<file path="config.mk">
export PLATFORM = sky130hd
export DESIGN_NAME = twis_ctrl
export DESIGN_NICKNAME = d
export VERILOG_FILES = /design/src/hw/rtl/twis_pkg.sv /design/src/hw/rtl/twis_ctrl.sv
export SDC_FILE = /design/constraint.sdc
export NUM_CORES = 1
export LEC_CHECK = 0
export CAP_MARGIN = 20
export CORE_AREA = 8 8 45 47
export CTS_BUF_LIST = sky130_fd_sc_hd__clkbuf_2
export DETAILED_ROUTE_END_ITERATION = 10
export DIE_AREA = 0 0 53 55
export DONT_BUFFER_PORTS = 1
export PLACE_DENSITY = 0.35
export SLEW_MARGIN = 5
export SYNTH_ARGS = -nofsm -noshare
export SYNTH_HDL_FRONTEND = slang
export SYNTH_SLANG_ARGS = --single-unit
</file>
<file path="constraint.sdc">
create_clock -name clk -period 4.2 [get_ports clk]
set_clock_uncertainty 0.15 [all_clocks]
set_input_delay 0.21 -clock clk [delete_from_list [all_inputs] [get_ports clk]]
set_output_delay 0.21 -clock clk [all_outputs]
set_load 0.01 [all_outputs]
</file>
<file path="src/hw/rtl/twis_pkg.sv">
// Shared command and status types for the trie word insert and search core.
package twis_pkg;

  typedef struct packed {
    logic capture;
    logic lookup;
    logic link;
    logic mark;
    logic report;
    logic clear;
  } twis_cmd_t;

  typedef struct packed {
    logic walk_ok;
    logic last;
    logic is_search;
    logic clear_done;
  } twis_status_t;

  localparam logic KIND_INSERT = 1'b0;
  localparam logic KIND_SEARCH = 1'b1;

endpackage

</file>
<file path="src/hw/rtl/twis_ctrl.sv">
// Controller state machine that sequences capture, lookup, link, mark, report and clearing steps.
module twis_ctrl (
  input  logic                  clk,
  input  logic                  rst_n,
  input  logic                  start,
  input  logic                  in_has_letter,
  input  logic                  in_last,
  input  twis_pkg::twis_status_t status,
  output twis_pkg::twis_cmd_t   cmd,
  output logic                  busy
);

  typedef enum logic [2:0] {
    S_IDLE,
    S_LOOKUP,
    S_LINK,
    S_MARK,
    S_REPORT,
    S_CLEAR
  } state_t;

  state_t state_r;
  state_t state_nxt;
  logic   busy_r;

  always_comb begin
    cmd       = '0;
    state_nxt = state_r;
    case (state_r)
      S_IDLE: begin
        if (start) begin
          cmd.capture = 1'b1;
          if (in_has_letter) begin
            state_nxt = S_LOOKUP;
          end else if (in_last) begin
            state_nxt = S_MARK;
          end
        end
      end
      S_LOOKUP: begin
        cmd.lookup = 1'b1;
        if (status.walk_ok) begin
          state_nxt = S_LINK;
        end else if (status.last) begin
          state_nxt = S_MARK;
        end else begin
          state_nxt = S_IDLE;
        end
      end
      S_LINK: begin
        cmd.link  = 1'b1;
        state_nxt = status.last ? S_MARK : S_IDLE;
      end
      S_MARK: begin
        cmd.mark  = 1'b1;
        state_nxt = status.is_search ? S_REPORT : S_IDLE;
      end
      S_REPORT: begin
        cmd.report = 1'b1;
        state_nxt  = S_IDLE;
      end
      S_CLEAR: begin
        cmd.clear = 1'b1;
        if (status.clear_done) begin
          state_nxt = S_IDLE;
        end
      end
      default: begin
        state_nxt = S_IDLE;
      end
    endcase
  end

  always_ff @(posedge clk) begin
    if (!rst_n) begin
      state_r <= S_CLEAR;
      busy_r  <= 1'b1;
    end else begin
      state_r <= state_nxt;
      busy_r  <= (state_nxt != S_IDLE);
    end
  end

  assign busy = busy_r;

endmodule

</file>
Yosys cells after proc, flatten, opt, wreduce, memory -nomap -nowiden:

Cells that the tools add are included.

* output and inout bits: 7
* bits of input ports: 9
* word-level logic and storage cells: 24
* flip-flop bits (word level): 4

* muxes and demuxes: 15
* equal/unequal tests: 5
* reductions and logical operators: 2

Operators by type and width (number)
* 3-bit two-way mux: 6
* 3-bit one-hot mux with 5 select lines: 1
* 1-bit two-way mux: 7
* 3-bit by 2-bit == test with 1-bit output (second input constant): 2
* 3-bit == test (second input constant): 2
* 3-bit by 1-bit == test with 1-bit output (second input constant): 1
* 3-bit logical NOT: 1
* 3-bit nonzero test: 1
* 2-bit two-way mux: 1

Logic depth before layout (Yosys ltp):

* depth after elaboration: 5
* mapped depth: 4
* mapped depth without buffers: 4

Worst setup path before layout:

No wires, ideal clock.

* kind: flip-flop to flip-flop
* start point: register state_r[0]
* end point: register state_r[1]
* setup time: 0.059 ns
* path slack: 2.771 ns
* period minus slack after synthesis: 1.429 ns
* buffers on the path: 0
* data arrival time: 1.220 ns
* cell stages (with the launch flop): 4
* required time: 3.991 ns
* cells stage by stage: dfxtp_1 or4b_4 o32ai_2 and2_1

* cells in the longest elaborated chain, start to end: 2
* elaborated cells on any way between the ends: 6
* those cells by class: eq/ne: 4; mux: 1; reduce/logical: 1

RTL lines
* start, declared: RTL line twis_ctrl.sv:22 `state_t state_r;`
* start signal, assigned: RTL line twis_ctrl.sv:79 `state_r <= state_nxt;`
* 3-bit == test, or another cell as far along: RTL line twis_ctrl.sv:29 `case (state_r)`
* 3-bit one-hot mux with 5 select lines *: RTL line twis_ctrl.sv:29

Mark *: on every way between the ends. The rest lies on a longest branch, timed or not.
A chain may end at the register's enable or synchronous reset.

==> impl_metrics.xml <==
<?xml version="1.0" encoding="UTF-8"?>
<metrics>
  <group name="place">
    <metric name="dp_hpwl" unit="µm">577.1</metric>
    <metric name="placement.io_buffers" unit="">0</metric>
    <metric name="final_weighted_congestion_in_routability_driven_placement" unit="">0.7648</metric>
    <metric name="dpl_cell_area" unit="µm²">272.8</metric>
  </group>
  <group name="worst_setup_path">
    <metric name="critical_path_s_largest_stage_delay" unit="ns">0.58</metric>
    <metric name="path_buf_inv" unit="">1</metric>
    <metric name="crit_family" unit="">simple AND/OR/NAND/NOR gates</metric>
    <metric name="cpMaxStageDelayCell" unit="">sky130_fd_sc_hd__or4b_4</metric>
    <metric name="critical_path.cell_chain" unit="">or4b_4, inv_1</metric>
    <metric name="critical_path_peak_fanout" unit="">7</metric>
    <metric name="worst_setup_path_start_kind" unit="">flop</metric>
    <metric name="cp.required" unit="ns">3.84</metric>
    <metric name="critPathKind" unit="">flop to output pin</metric>
    <metric name="critical_path_arrival" unit="ns">1.25</metric>
    <metric name="worst_setup_path_end_kind" unit="">output pin</metric>
  </group>
  <group name="finish">
    <metric name="finish.instance_area" unit="µm²">297.8</metric>
    <metric name="antenna_cells" unit="">0</metric>
    <metric name="syn_to_final_growth" unit="%">17.82</metric>
    <metric name="share_of_post_route_cells_with_drive_strength_above_1" unit="%">29.41</metric>
    <metric name="final_cell_mix" unit="">4 x sky130_fd_sc_hd__nor2_1, 4 x sky130_fd_sc_hd__inv_1, 4 x sky130_fd_sc_hd__dfxtp_1</metric>
    <metric name="final_nets" unit="">45</metric>
  </group>
  <group name="floorplan">
    <metric name="die_width" unit="µm">53</metric>
    <metric name="design.die.area" unit="µm²">2915</metric>
    <metric name="initial_core_util" unit="%">18.26</metric>
    <metric name="die_h" unit="µm">55</metric>
    <metric name="core.rowCount" unit="">14</metric>
    <metric name="core-area" unit="µm²">1384</metric>
    <metric name="boundaryPins" unit="">16</metric>
  </group>
  <group name="sta">
    <metric name="setup-tns-final" unit="ns">0</metric>
    <metric name="report.final.slew_viol_count" unit="">0</metric>
    <metric name="worst_pin_slew" unit="ns">0.3959</metric>
    <metric name="max_slew_margin" unit="%">73.55</metric>
    <metric name="final-setup-viol-count" unit="">0</metric>
    <metric name="layout_min_cycle_time" unit="ns">1.610</metric>
    <metric name="timing_hold_violations_final" unit="">0</metric>
    <metric name="rsz0062_at_grt" unit="">false</metric>
    <metric name="final.period_utilization" unit="%">38.33</metric>
    <metric name="max_freq" unit="MHz">621.2</metric>
  </group>
  <group name="pwr">
    <metric name="leakagePower" unit="nW">0.1349</metric>
    <metric name="pwr_density_cell" unit="nW/µm²">355.3</metric>
    <metric name="peakVddDrop" unit="mV">0.1103</metric>
  </group>
  <group name="global_route">
    <metric name="grt_antenna_before_repair" unit="">0</metric>
    <metric name="grt_first_pass_wirelength" unit="µm">993</metric>
    <metric name="globalRoute.totalOverflow" unit="">0</metric>
    <metric name="largest_net_degree_at_the_start_of_global_routing" unit="">9</metric>
    <metric name="grt_pass1_vias" unit="">230</metric>
    <metric name="grt_usage" unit="%">4.590</metric>
  </group>
  <group name="yosys">
    <metric name="yosys_register_bits" unit="">4</metric>
    <metric name="seq_area_frac_synth" unit="%">31.68</metric>
    <metric name="ys_top_cells_by_count" unit="">4 x sky130_fd_sc_hd__dfxtp_1, 4 x sky130_fd_sc_hd__inv_1, 4 x sky130_fd_sc_hd__nor2_1</metric>
    <metric name="synth_area_leader_cell" unit="">sky130_fd_sc_hd__dfxtp_1</metric>
    <metric name="synthesis.instances" unit="">30</metric>
    <metric name="synth.yosys.warnings" unit="">0</metric>
    <metric name="synthFlopType" unit="">sky130_fd_sc_hd__dfxtp_1</metric>
    <metric name="netlist_top_cells_area" unit="">sky130_fd_sc_hd__dfxtp_1 32%, sky130_fd_sc_hd__o32ai_2 6.4%, sky130_fd_sc_hd__inv_1 5.9%, sky130_fd_sc_hd__nor2_1 5.9%, sky130_fd_sc_hd__or4b_4 5.4%</metric>
    <metric name="synth.net_count" unit="">39</metric>
    <metric name="synth_area" unit="µm²">252.7</metric>
    <metric name="synth.top_cell.area_share" unit="%">31.68</metric>
    <metric name="synth-edff-count" unit="">0</metric>
    <metric name="share_of_flip_flops_with_an_asynchronous_set_or_reset" unit="%">0</metric>
    <metric name="avgSynthCellArea" unit="µm²">8.425</metric>
    <metric name="post_synth_num_cell_types" unit="">21</metric>
  </group>
  <group name="detailed_routing">
    <metric name="routed_wire_length" unit="µm">675</metric>
    <metric name="via_per_inst" unit="">4.660</metric>
    <metric name="vias" unit="">233</metric>
    <metric name="first_pass_iters" unit="">2</metric>
    <metric name="drt-initial-drc-count" unit="">4</metric>
    <metric name="drc" unit="">0</metric>
    <metric name="detail_route.wl_per_cell" unit="µm">13.50</metric>
    <metric name="antenna_left" unit="">0</metric>
  </group>
  <group name="worst_hold_path">
    <metric name="type_of_the_most_critical_hold_path" unit="">input pin to flop</metric>
  </group>
  <group name="clocking">
    <metric name="cts_buffers" unit="">3</metric>
    <metric name="h-tree-depth" unit="">1</metric>
    <metric name="number_of_buffers_on_the_longest_clock_path" unit="">2</metric>
    <metric name="cts_resized" unit="">0</metric>
    <metric name="root_buffer_master" unit="">sky130_fd_sc_hd__clkbuf_2</metric>
    <metric name="clock_insertion_delay_worst_skew" unit="ns">0.21</metric>
    <metric name="clock_sink_count" unit="">4</metric>
    <metric name="tritoncts_clock_tree" unit="">built</metric>
    <metric name="clk_transition_reported_paths" unit="ns">0.04</metric>
  </group>
  <group name="status">
    <metric name="run_status" unit="">completed</metric>
  </group>
  <group name="run">
    <metric name="max-cap-violations" unit="">0</metric>
  </group>
</metrics>
## repair_timing
action	4_1_cts	5_1_grt
buffers inserted	0	0
hold endpoints to repair	1	0
setup endpoints to repair	0	0
hold buffers	1	0
## final timing paths
| check | slack (ns) | endpoint | depth (start not counted) | start |
|---|---|---|---|---|
| worst max-delay path | 2.59 | cmd[5] | 2 | state_r[0] |
| worst min-delay path | 0.04 | state_r[0] | 2 | rst_n |
| worst max register to register | 2.65 | busy | 4 | state_r[1] |
| worst min register to register | 0.45 | state_r[2] | 1 | state_r[0] |
## logic make-up (layout without fill, tap and decap cells)
| group | after synthesis | after routing | synth area share, % |
|---|---|---|---|
| AND/OR/NAND/NOR | 15 | 15 | 38.13 |
| AO/OA/AOI/OAI | 7 | 7 | 24.26 |
| flip-flops | 4 | 4 | 31.68 |
| buffers and inverters | 4 | 8 | 5.939 |
## registers in the layout (all words and copies together), names as in the netlist
register	count
state_r	3
busy	1
## metal layers
layer | share of wire [%] | global-route usage (%) | routed length, µm | vias to the layer above
met5 | 0 | 0 | 0 | -
met2 | 44 | 7.031 | 294 | 12
met4 | 0 | 2.586 | 0 | 0
li1 | - | - | - | 116
met1 | 37 | 3.951 | 249 | 105
met3 | 19 | 4.278 | 130 | 0
## cell type report
| class | instances | area, µm² |
|---|---|---|
| Inverter | 4 | 15.01 |
| Fill cell | 160 | 1086 |
| Tap cell | 16 | 20.02 |
| Sequential cell | 4 | 80.08 |
| Clock buffer | 3 | 15.01 |
| Multi-Input combinational cell | 22 | 157.7 |
| Timing Repair Buffer | 1 | 10.01 |
## where the power goes
group / leakage [nW] / switching [W] / total [W] / internal [W]
Combinational: 0.0890 / 0.0000115 / 0.0000231 / 0.0000116
Clock: 0.0125 / 0.0000160 / 0.0000352 / 0.0000192
Sequential: 0.0334 / 0.00000540 / 0.0000474 / 0.0000420
Total: 0.135 / 0.0000329 / 0.000106 / 0.0000729
## through the flow
| step | std cells | hold slack (ns) | setup WS [ns] | utilization [%] | total power [W] |
|---|---|---|---|---|---|
| after floorplan | 30 | 0.1817 | 2.771 | - | 0.00006630 |
| after global placement | 46 | 0.1913 | 2.673 | 19.71 | 0.00007105 |
| after detailed placement | 46 | 0.1910 | 2.647 | 19.71 | 0.00007113 |
| after CTS | 50 | 0.02962 | 2.566 | 21.52 | 0.0001084 |
| after global routing | 50 | 0.05653 | 2.536 | 21.52 | 0.0001119 |
| final | 50 | 0.03928 | 2.590 | 21.52 | 0.0001058 |
Note: power is estimated with default switching activity, not from simulation.
